==> config.mk <==
export PLATFORM = sky130hd
export DESIGN_NAME = modular_exponentiation_unit
export DESIGN_NICKNAME = d
export VERILOG_FILES = /design/src/hw/rtl/meu_pkg.sv /design/src/hw/rtl/meu_mulmod.sv /design/src/hw/rtl/modular_exponentiation_unit.sv
export VERILOG_INCLUDE_DIRS = /design/src /design/src/hw/rtl
export SDC_FILE = /design/constraint.sdc
export NUM_CORES = 1
export LEC_CHECK = 0
export ABC_AREA = 1
export ABC_CLOCK_PERIOD_IN_PS = 7200
export BUFFER_PORTS_ARGS = -buffer_cell sky130_fd_sc_hd__buf_4
export CORE_MARGIN = 2
export CORE_UTILIZATION = 55
export DETAILED_ROUTE_END_ITERATION = 8
export PLACE_DENSITY = 0.73
export SETUP_SLACK_MARGIN = 0.3
export SYNTH_ARGS = -nofsm -noshare
export SYNTH_HDL_FRONTEND = slang
export SYNTH_SLANG_ARGS = --single-unit
==> constraint.sdc <==
create_clock -name clk -period 7.2 [get_ports clk]
set_input_delay 0.36 -clock clk [delete_from_list [all_inputs] [get_ports clk]]
set_output_delay 0.36 -clock clk [all_outputs]
set_load 0.01 [all_outputs]
==> src/hw/rtl/modular_exponentiation_unit_macros.svh <==
// ----------------------------------------------------------------------------
// Modular exponentiation unit assertion macros
// Clocked on clk, disabled while rst_n is low.
// ----------------------------------------------------------------------------
`ifndef MODULAR_EXPONENTIATION_UNIT_MACROS_SVH
`define MODULAR_EXPONENTIATION_UNIT_MACROS_SVH

`ifndef SYNTH

`define MEU_ASSERT(lbl, expr) \
  lbl: assert property (@(posedge clk) disable iff (!rst_n) (expr)) \
    else $error("meu assertion failed");

`define MEU_ASSERT_IMPL(lbl, ante, cons) \
  lbl: assert property (@(posedge clk) disable iff (!rst_n) (ante) |-> (cons)) \
    else $error("meu implication failed");

`else

`define MEU_ASSERT(lbl, expr)

`define MEU_ASSERT_IMPL(lbl, ante, cons)

`endif

`endif

==> src/hw/rtl/meu_pkg.sv <==
// ----------------------------------------------------------------------------
// meu_pkg
// Shared constants and types of the modular exponentiation unit.
// ----------------------------------------------------------------------------
`timescale 1ns / 1ps

package meu_pkg;

  localparam int FIELD_W   = 32;  // width of modulus, exponent, base, result fields
  localparam int WIDTH_DEF = 32;  // default datapath width
  localparam int CFG_IDX_W = 8;

  localparam logic [CFG_IDX_W-1:0] REG_MODULUS  = CFG_IDX_W'(0);
  localparam logic [CFG_IDX_W-1:0] REG_EXPONENT = CFG_IDX_W'(1);

  localparam logic [FIELD_W-1:0] MODULUS_RST  = FIELD_W'(2);
  localparam logic [FIELD_W-1:0] EXPONENT_RST = FIELD_W'(1);

  // multiplier status toward the sequencer
  typedef struct packed {
    logic busy;
    logic done;
  } mm_status_t;

endpackage

==> src/hw/rtl/meu_mulmod.sv <==
// ----------------------------------------------------------------------------
// meu_mulmod
// Bit-serial interleaved modular multiplier, MSB of y first, one bit a cycle.
// ----------------------------------------------------------------------------
`timescale 1ns / 1ps

module meu_mulmod #(
  parameter int WIDTH = meu_pkg::WIDTH_DEF
) (
  input  logic                clk,
  input  logic                rst_n,
  input  logic                start,
  input  logic [WIDTH-1:0]    op_x,     // must be below modulus
  input  logic [WIDTH-1:0]    op_y,     // any value, only its bits are used
  input  logic [WIDTH-1:0]    modulus,  // held stable while busy
  output logic [WIDTH-1:0]    product,
  output meu_pkg::mm_status_t status
);
  import meu_pkg::*;

  localparam int CNT_W = $clog2(WIDTH + 1);

  logic             busy_r, busy_nxt;
  logic             done_r, done_nxt;
  logic [CNT_W-1:0] cnt_r, cnt_nxt;
  logic [WIDTH-1:0] x_r;
  logic [WIDTH-1:0] y_r;
  logic [WIDTH-1:0] acc_r;

  logic [WIDTH+1:0] sum;
  logic [WIDTH+1:0] m1;
  logic [WIDTH+1:0] m2;
  logic [WIDTH-1:0] acc_step;

  // acc < m and x < m, so 2*acc + x < 3m: subtract m or 2m at most
  always_comb begin
    m1  = (WIDTH+2)'(modulus);
    m2  = (WIDTH+2)'({modulus, 1'b0});
    sum = (WIDTH+2)'({acc_r, 1'b0}) + (y_r[WIDTH-1] ? (WIDTH+2)'(x_r) : '0);
    if (sum >= m2) begin
      acc_step = WIDTH'(sum - m2);
    end else if (sum >= m1) begin
      acc_step = WIDTH'(sum - m1);
    end else begin
      acc_step = WIDTH'(sum);
    end
  end

  always_comb begin
    busy_nxt = busy_r;
    done_nxt = 1'b0;
    cnt_nxt  = cnt_r;
    if (start) begin
      busy_nxt = 1'b1;
      cnt_nxt  = CNT_W'(WIDTH);
    end else if (busy_r) begin
      cnt_nxt = cnt_r - 1'b1;
      if (cnt_r == CNT_W'(1)) begin
        busy_nxt = 1'b0;
        done_nxt = 1'b1;
      end
    end
  end

  always_ff @(posedge clk) begin
    if (!rst_n) begin
      busy_r <= 1'b0;
      done_r <= 1'b0;
      cnt_r  <= '0;
    end else begin
      busy_r <= busy_nxt;
      done_r <= done_nxt;
      cnt_r  <= cnt_nxt;
    end
  end

  always_ff @(posedge clk) begin
    if (start) begin
      x_r   <= op_x;
      y_r   <= op_y;
      acc_r <= '0;
    end else if (busy_r) begin
      y_r   <= {y_r[WIDTH-2:0], 1'b0};
      acc_r <= acc_step;
    end
  end

  assign product     = acc_r;
  assign status.busy = busy_r;
  assign status.done = done_r;

endmodule

==> src/hw/rtl/modular_exponentiation_unit.sv <==
// ----------------------------------------------------------------------------
// modular_exponentiation_unit
// base^exponent mod modulus by right-to-left square-and-multiply.
// ----------------------------------------------------------------------------
// Each input beat carries one base; one output beat returns base^exponent mod
// modulus. Modulus and exponent are written over the cfg port (index 0 and 1)
// and are sampled when a base is taken, so they apply to the next beat on.
// All products go through one bit-serial modular multiplier that handles one
// multiplier bit per clock. An item takes one multiplier pass to reduce the
// base, then one square per exponent bit up to the top set bit (the last
// square is skipped) and one multiply per set bit, with one pass through
// S_STEP per exponent bit and a handoff through S_DONE to the output
// register. Exponent zero returns 1 mod modulus, modulus zero returns 0. A
// stalled result beat holds the sequencer in S_DONE until the output register
// is free. One item is in flight at a time; a finished result sits in the
// output register while the next base is taken.
// ----------------------------------------------------------------------------
`timescale 1ns / 1ps

`include "modular_exponentiation_unit_macros.svh"

module modular_exponentiation_unit #(
  parameter int WIDTH = meu_pkg::WIDTH_DEF
) (
  input  logic                            clk,
  input  logic                            rst_n,
  // configuration writes
  input  logic                            cfg_valid,
  output logic                            cfg_ready,
  input  logic [meu_pkg::CFG_IDX_W-1:0]   cfg_index,
  input  logic [meu_pkg::FIELD_W-1:0]     cfg_data,
  // base stream
  input  logic                            in_tvalid,
  output logic                            in_tready,
  input  logic [meu_pkg::FIELD_W-1:0]     in_tdata,   // [31:0] base_value
  // result stream
  output logic                            out_tvalid,
  input  logic                            out_tready,
  output logic [meu_pkg::FIELD_W-1:0]     out_tdata   // [31:0] power_result
);
  import meu_pkg::*;

  typedef enum logic [5:0] {
    S_IDLE   = 6'b000001,
    S_REDUCE = 6'b000010,  // sq = base mod m
    S_STEP   = 6'b000100,  // look at next exponent bit
    S_MUL    = 6'b001000,  // res = res * sq
    S_SQR    = 6'b010000,  // sq = sq * sq
    S_DONE   = 6'b100000   // hand result to output register
  } state_t;

  state_t state_r, state_nxt;

  // configuration registers
  logic [FIELD_W-1:0] modulus_r;
  logic [FIELD_W-1:0] exponent_r;

  // working registers
  logic [WIDTH-1:0]   m_r;
  logic [WIDTH-1:0]   e_r, e_nxt;
  logic [WIDTH-1:0]   res_r, res_nxt;
  logic [WIDTH-1:0]   sq_r, sq_nxt;

  logic               out_valid_r, out_valid_nxt;
  logic [FIELD_W-1:0] out_data_r;
  logic               out_load;

  // datapath view of config and input
  logic [WIDTH-1:0]   m_w;
  logic [WIDTH-1:0]   e_w;
  logic [WIDTH-1:0]   one_mod;
  logic               in_fire;

  // multiplier hookup
  logic               mm_start;
  logic [WIDTH-1:0]   mm_x;
  logic [WIDTH-1:0]   mm_y;
  logic [WIDTH-1:0]   mm_prod;
  mm_status_t         mm_status;

  assign m_w     = WIDTH'(modulus_r);
  assign e_w     = WIDTH'(exponent_r);
  assign one_mod = (m_w == WIDTH'(1)) ? '0 : WIDTH'(1);

  assign cfg_ready = 1'b1;
  assign in_tready = (state_r == S_IDLE);
  assign in_fire   = in_tvalid && in_tready;

  always_ff @(posedge clk) begin
    if (!rst_n) begin
      modulus_r  <= MODULUS_RST;
      exponent_r <= EXPONENT_RST;
    end else if (cfg_valid && cfg_ready) begin
      case (cfg_index)
        REG_MODULUS:  modulus_r  <= cfg_data;
        REG_EXPONENT: exponent_r <= cfg_data;
        default: ;
      endcase
    end
  end

  // sequencer
  always_comb begin
    state_nxt = state_r;
    e_nxt     = e_r;
    res_nxt   = res_r;
    sq_nxt    = sq_r;
    mm_start  = 1'b0;
    mm_x      = sq_r;
    mm_y      = sq_r;
    out_load  = 1'b0;
    case (state_r)
      S_IDLE: begin
        if (in_fire) begin
          e_nxt   = e_w;
          res_nxt = one_mod;
          if (m_w == '0) begin
            res_nxt   = '0;
            state_nxt = S_DONE;
          end else begin
            // x = 1 mod m turns the multiplier into a serial remainder of y
            mm_start  = 1'b1;
            mm_x      = one_mod;
            mm_y      = WIDTH'(in_tdata);
            state_nxt = S_REDUCE;
          end
        end
      end
      S_REDUCE: begin
        if (mm_status.done) begin
          sq_nxt    = mm_prod;
          state_nxt = S_STEP;
        end
      end
      S_STEP: begin
        if (e_r == '0) begin
          state_nxt = S_DONE;
        end else if (e_r[0]) begin
          mm_start  = 1'b1;
          mm_x      = res_r;
          state_nxt = S_MUL;
        end else begin
          mm_start  = 1'b1;
          state_nxt = S_SQR;
        end
      end
      S_MUL: begin
        if (mm_status.done) begin
          res_nxt = mm_prod;
          if ((e_r >> 1) == '0) begin
            state_nxt = S_DONE;  // no higher bits: skip the final square
          end else begin
            mm_start  = 1'b1;
            state_nxt = S_SQR;
          end
        end
      end
      S_SQR: begin
        if (mm_status.done) begin
          sq_nxt    = mm_prod;
          e_nxt     = e_r >> 1;
          state_nxt = S_STEP;
        end
      end
      S_DONE: begin
        if (!out_valid_r || out_tready) begin
          out_load  = 1'b1;
          state_nxt = S_IDLE;
        end
      end
      default: begin
        state_nxt = S_IDLE;
      end
    endcase
  end

  always_comb begin
    out_valid_nxt = out_valid_r;
    if (out_tvalid && out_tready) begin
      out_valid_nxt = 1'b0;
    end
    if (out_load) begin
      out_valid_nxt = 1'b1;
    end
  end

  always_ff @(posedge clk) begin
    if (!rst_n) begin
      state_r     <= S_IDLE;
      out_valid_r <= 1'b0;
    end else begin
      state_r     <= state_nxt;
      out_valid_r <= out_valid_nxt;
    end
  end

  always_ff @(posedge clk) begin
    e_r   <= e_nxt;
    res_r <= res_nxt;
    sq_r  <= sq_nxt;
    if (in_fire) begin
      m_r <= m_w;
    end
    if (out_load) begin
      out_data_r <= FIELD_W'(res_r);
    end
  end

  meu_mulmod #(
    .WIDTH (WIDTH)
  ) u_mulmod (
    .clk     (clk),
    .rst_n   (rst_n),
    .start   (mm_start),
    .op_x    (mm_x),
    .op_y    (mm_y),
    .modulus (m_r),
    .product (mm_prod),
    .status  (mm_status)
  );

  assign out_tvalid = out_valid_r;
  assign out_tdata  = out_data_r;

  // checks
  `MEU_ASSERT(a_state_onehot, $onehot(state_r))
  `MEU_ASSERT_IMPL(a_idle_mul_quiet, state_r == S_IDLE, !mm_status.busy && !mm_status.done)
  `MEU_ASSERT_IMPL(a_done_in_mul_state, mm_status.done,
    state_r == S_REDUCE || state_r == S_MUL || state_r == S_SQR)
  `MEU_ASSERT_IMPL(a_operands_reduced, state_r == S_STEP, res_r < m_r && sq_r < m_r)

endmodule
Word level (Yosys, flattened, before mapping)
Cells that the tools add are included.
{"block": "word_totals", "ff_bits": 335, "output_inout_bits": 35, "wordCells": 105}
{"block": "classes", "n_lt_le_gt_ge": 2, "n_eq_ne": 14, "n_reduce_logical": 21, "addsub": 4, "mux": 46, "bitwise": 2}
{"op": "two-way mux 32 bit", "count": 16}
{"op": "case mux 32 bit (2 select lines)", "count": 3}
{"op": "zero test 32 bit", "count": 3}
{"op": "subtractor 32 bit", "count": 2}
{"op": "two-way mux 6 bit", "count": 9}
{"op": "adder 33 x 32 -> 34 bit", "count": 1}
{"op": "greater-or-equal comparator 34 x 32 -> 1 bit", "count": 1}
{"op": "greater-or-equal comparator 34 x 33 -> 1 bit", "count": 1}
{"op": "equality test 32 x 1 -> 1 bit, second input constant", "count": 1}
{"op": "case mux 6 bit (5 select lines)", "count": 1}
{"op": "two-way mux 1 bit", "count": 15}
{"op": "equality test 6 x 1 -> 1 bit, second input constant", "count": 2}
{"op": "equality test 8 x 1 -> 1 bit, second input constant", "count": 1}
{"op": "zero test 8 bit", "count": 1}
{"op": "inequality test 2 x 1 -> 1 bit, second input constant", "count": 4}
{"op": "nonzero test 2 bit", "count": 4}
{"op": "equality test 6 x 2 -> 1 bit, second input constant", "count": 1}
{"op": "equality test 6 x 3 -> 1 bit, second input constant", "count": 1}
{"op": "equality test 6 x 4 -> 1 bit, second input constant", "count": 1}
{"op": "equality test 6 x 5 -> 1 bit, second input constant", "count": 1}
{"op": "equality test 6 bit, second input constant", "count": 1}
{"op": "AND reduction 2 bit", "count": 3}
{"op": "AND reduction 3 bit", "count": 2}
{"op": "subtractor 6 x 1 -> 6 bit, second input constant", "count": 1}
{"op": "other kinds (10)", "count": 13}

Depth between registers and ports, before layout
{"block": "logic_depth", "word_depth": 5, "ltp_mapped": 35, "ltp_nobuf": 34}

Hierarchy
From an unflattened synthesis, not the netlist that was laid out.
{"block": "hier_totals", "cells_unflattened": 2735, "area_unflattened_um2": 20567.2}
{"module": "meu_mulmod", "cells_each": 1757, "area_per_inst_um2": 11204.5, "n_inst": 1}
{"module": "modular_exponentiation_unit", "cells_each": 978, "area_per_inst_um2": 9362.7, "n_inst": 1}

Worst setup path before layout
Ideal clock, no wire load.
{"block": "synth_timing", "path_kind": "register to register", "startpoint": "register u_mulmod.y_r[31]", "endpoint": "register u_mulmod.acc_r[26] (netlist: u_mulmod.product[26])", "stages_incl_launch_ff": 33, "path_buffers": 2, "t_arrival_ns": 3.924, "setup_time_ns": 0.119, "slack_ns": 3.157, "path_cell_list": "edfxtp_1 clkbuf_1 nand2_1 inv_1 ha_1 inv_1 fa_1 o21ai_1 nand2_1 nand2_1 nand2_1 nand2_2 nand2_1 nand2_1 nand2_1 nand2_1 nand2_1 nand2_1 inv_1 ha_1 a21oi_1 o21ai_0 nand2_1 nand2_1 nor2_1 nand2_1 nand2_1 nand3_1 nor2_4 buf_4 nand2_1 nand3_1 a21oi_1"}
{"block": "synth_via", "elab_chain_len": 5, "word_cells_on_any_way": 8}
{"item": "from (decl)", "line": "meu_mulmod.sv:27", "rtl": "logic [WIDTH-1:0] y_r;"}
{"item": "from (signal assigned)", "line": "meu_mulmod.sv:80", "rtl": "y_r <= op_y;"}
{"item": "from (signal assigned)", "line": "meu_mulmod.sv:83", "rtl": "y_r <= {y_r[WIDTH-2:0], 1'b0};"}
{"item": "two-way mux 32 bit (*)", "line": "meu_mulmod.sv:39", "rtl": "sum = (WIDTH+2)'({acc_r, 1'b0}) + (y_r[WIDTH-1] ? (WIDTH+2)'(x_r) : '0);"}
{"item": "adder 33 x 32 -> 34 bit (*)", "line": "meu_mulmod.sv:39"}
{"item": "subtractor 32 bit or greater-or-equal comparator 34 x 32 -> 1 bit (tied branches)", "line": "meu_mulmod.sv:43, meu_mulmod.sv:42"}
{"item": "two-way mux 32 bit", "line": "meu_mulmod.sv:42", "rtl": "end else if (sum >= m1) begin"}
{"item": "two-way mux 32 bit (*)", "line": "meu_mulmod.sv:40", "rtl": "if (sum >= m2) begin"}
{"item": "to (signal assigned)", "line": "meu_mulmod.sv:84", "rtl": "acc_r <= acc_step;"}
{"item": "to (decl)", "line": "meu_mulmod.sv:28", "rtl": "logic [WIDTH-1:0] acc_r;"}
Mark *: on every way between the ends. The rest lies on a longest branch, timed or not.
A chain may end at the register's enable or synchronous reset.

Final worst setup path
{"block": "layout_timing", "startpoint": "register u_mulmod.y_r[31]", "endpoint": "register u_mulmod.acc_r[27] (netlist: u_mulmod.product[27])"}
Same word-level chain as after synthesis.

==> flow_summary_export.csv <==
group,metric,value,unit
clocking,cts_hold_buffers,0,
synthesis,synthFlopType,"edfxtp_1",
timing,rsz0062_at_grt,"no",
setup_path,r2r_cells,31,
cells_and_area,layout_commonest_cell,"nand2_1",
timing,worst_pin_slew,1.13,ns
floorplanning,design.portCount,112,
setup_path,worst_path_max_delay_cell,"edfxtp_1",
timing,skew,0.0263,ns
place,portBuffers,110,
clocking,htree_levels,2,
pwr,power_frac_comb,58.4,%
clocking,ctsLongestPathBuffers,3,
timing,fin_ws,1.61,ns
synthesis,yosys_register_bits,335,
worst_hold_path,hold_depth,3,
setup_path,startpoint_type,"flop",
timing,max_slew_margin,24.5,%
worst_hold_path,hp-class,"in2reg",
job,drv_cap,0,
global_route,grt-ovfl-total,0,
detailed_routing,vias_per_cell,5.65,
place,gp_congestion,1.05,
detailed_routing,wirelength,60600,um
cells_and_area,area_growth,12.0,%
pwr,pwr-share-clk,17.4,%
floorplanning,core_area,35400,um2
cells_and_area,drive_gt1_share,8.61,%
setup_path,path_class,"reg2reg",
clocking,cts_root_buf,"clkbuf_16",
synthesis,ys_async_sr_fraction,0,%
setup_path,critPathMaxStageDelay,0.64,ns
worst_hold_path,min_from,"cfg_data[6]",
setup_path,cp.required,7.70,ns
worst_hold_path,holdPathEnd,"m_w[6]",
global_route,grt.total_usage,32.7,%
clocking,cts_tree,"yes",
global_route,antenna_found_initial,0,
synthesis,ys_seq_area_share,45.6,%
outcome,outcome,"completed",
global_route,grt_start_max_net_pins,67,
timing,tns,0,ns
timing,final-hold-violation-count,0,
detailed_routing,first_pass_iters,6,
cells_and_area,regArea,8950,um2
synthesis,syn_nets,2674,
place,dpl.hpwl,47500,um
cells_and_area,final_nets,2765,
clocking,post_cts_buffers,0,
cells_and_area,final_cell_mix,"594 x nand2_1, 363 x inv_1, 271 x nor2_1, 224 x edfxtp_1, 200 x o21ai_0",
synthesis,yosys_warnings,0,
setup_path,regToRegEndpoint,"u_mulmod.product[27]",
clocking,numCtsBuffers,36,
setup_path,regToRegSetupSlack,1.61,ns
detailed_routing,routed-via-count,17400,
cells_and_area,multi_input_area,8970,um2
place,place_ws,1.80,ns
pwr,power_density,477,nW/um2
synthesis,yosysUniqueCellTypes,56,
floorplanning,num_rows,69,
pwr,power.switching,5.24,mW
timing,finalCriticalPeriod,5.59,ns
timing,slew_violations,0,
pwr,peakVddDrop,0.312,mV
floorplanning,die_area,37200,um2
clocking,cts.clk_slew.worst_paths,0.06,ns
floorplanning,die_w,193,um
setup_path,endpoint_kind,"flop",
global_route,grt_pass1_wl,92000,um
global_route,grt_pass1_vias,16200,
pwr,sw_frac_of_total,49.9,%
timing,fin_crit_sh,77.7,%
setup_path,arrival,6.09,ns
detailed_routing,drt_iter0_drc,1533,
detailed_routing,ant_nets,0,
setup_path,crit_path_max_fanout,46,
timing,setup_violations,0,
detailed_routing,remaining_drc_errors,0,
synthesis,synth_edf_count,224,
cells_and_area,diodes,0,
pwr,power_frac_seq,24.2,%
clocking,clk_latency,0.55,ns
synthesis,synth_area,19600,um2
clocking,cts_resized,0,
pwr,p_leak,10.1,nW
cells_and_area,fill_cells,3156,
setup_path,cp_common_cell,"nand2_1",
detailed_routing,wl_per_cell,19.7,um
setup_path,r2r-start,"u_mulmod.y_r[31]",
clocking,clock-sinks,335,
synthesis,synth_cells,2497,
floorplanning,start_util,55.5,%
synthesis,avgSynthCellArea,7.86,um2
timing,fmax,0.179,GHz
pwr,power.internal,5.26,mW
floorplanning,die_y,193,um
[critical path: cells and delay by family, from the launching register on]
family                     cells  cell delay, ns
adders and majority gates      3            0.88
and+or+nand+nor               19            2.56
DFF                            1            0.64
buffers and inverters          5            0.68
AOI/OAI and AO/OA              4            0.74
[registers in the layout, indices dropped and copies added (netlist names), 6 cells and up]
register / flops
e_r: 32
u_mulmod.x_r: 32
u_mulmod.y_r: 32
out_tdata: 32
m_r: 32
state_r: 6
m_w: 32
e_w: 32
u_mulmod.product: 32
res_r: 32
sq_r: 32
u_mulmod.cnt_r: 6
[routing by layer]
metal	vias up	part of all wire [%]	track usage [%]
met3	117	7.6	4.92
li1	8410	-	-
met1	8117	44	46.3
met4	0	3.8	12.3
met5	-	0	0
met2	744	44	50.8
[final cells by class]
class                      instances  area share [%]
multi-input combinational       1719            40.8
inverter                         369            6.30
timing repair buffer             127            4.33
clock inverter                    16           0.779
tap                              461            2.62
sequential                       335            40.7
clock buffer                      48            4.48
[through the flow]
step           area (um2)  cells  total power, mW  utilization (%)  hold WS (ns)
4_1_cts             22000   3075             10.3             62.1        0.0687
2_1_floorplan       19600   2497             6.64                -         0.425
6_report            22000   3075             10.5             62.1        0.0876
3_5_place_dp        20800   3011             8.47             58.9         0.436
5_1_grt             22000   3075             11.1             62.1        0.0791
3_3_place_gp        20800   3011             8.49             58.9         0.431
[Yosys cell counts (6+ instances only)]
cell	count	share of area [%]
nand2_1	595	11
buf_6	6	0.34
nor4_1	10	0.32
o21ai_0	200	5.1
buf_2	21	0.54
nor2_1	274	5.2
nor3_1	20	0.51
o21ai_1	33	0.84
xor2_1	44	2.0
xnor2_1	24	1.1
and3_1	7	0.22
o21bai_1	17	0.65
nand4_1	26	0.83
a21o_1	8	0.31
o211ai_1	15	0.57
nand3_1	91	2.3
ha_1	97	6.2
a21oi_1	176	4.5
a31oi_1	6	0.19
a211oi_1	15	0.57
inv_1	363	6.9
nand2_2	9	0.29
dfxtp_1	111	11
clkbuf_1	41	0.78
edfxtp_1	224	34
[worst max path at each step]
stage                     startpoint              endpoint  slack (ns)
floorplan           u_mulmod.y_r[31]  u_mulmod.product[26]        3.16
global placement    u_mulmod.y_r[31]  u_mulmod.product[30]        1.82
detailed placement  u_mulmod.y_r[31]  u_mulmod.product[27]        1.80
CTS                 u_mulmod.y_r[31]  u_mulmod.product[30]        1.79
finish              u_mulmod.y_r[31]  u_mulmod.product[27]        1.61
global route        u_mulmod.y_r[31]  u_mulmod.product[30]        1.12
[power groups by stage]
stage / registers, mW / logic (mW) / clock network (mW)
after detailed placement: 2.57 / 5.89 / 0
after CTS: 2.54 / 5.93 / 1.85
final: 2.54 / 6.13 / 1.82
after global placement: 2.57 / 5.92 / 0
after global routing: 2.56 / 6.64 / 1.93
after floorplan: 2.46 / 4.18 / 0
[kinds of logic (layout without fill, tap and decap cells)]
| logic type | count (synthesis) | after routing | synth area share (%) |
|---|---|---|---|
| AO/OA/AOI/OAI | 496 | 496 | 13.9 |
| XOR/XNOR | 68 | 68 | 3.03 |
| adder cells (fa/ha/maj) | 100 | 100 | 6.49 |
| buffers and inverters | 443 | 560 | 8.93 |
| flip-flops | 335 | 335 | 45.6 |
| multiplexers | 1 | 1 | 0.0573 |
| other | 1 | 1 | 0.0191 |
| AND/OR/NAND/NOR | 1053 | 1053 | 22.0 |
(Power assumes the default switching activity.)
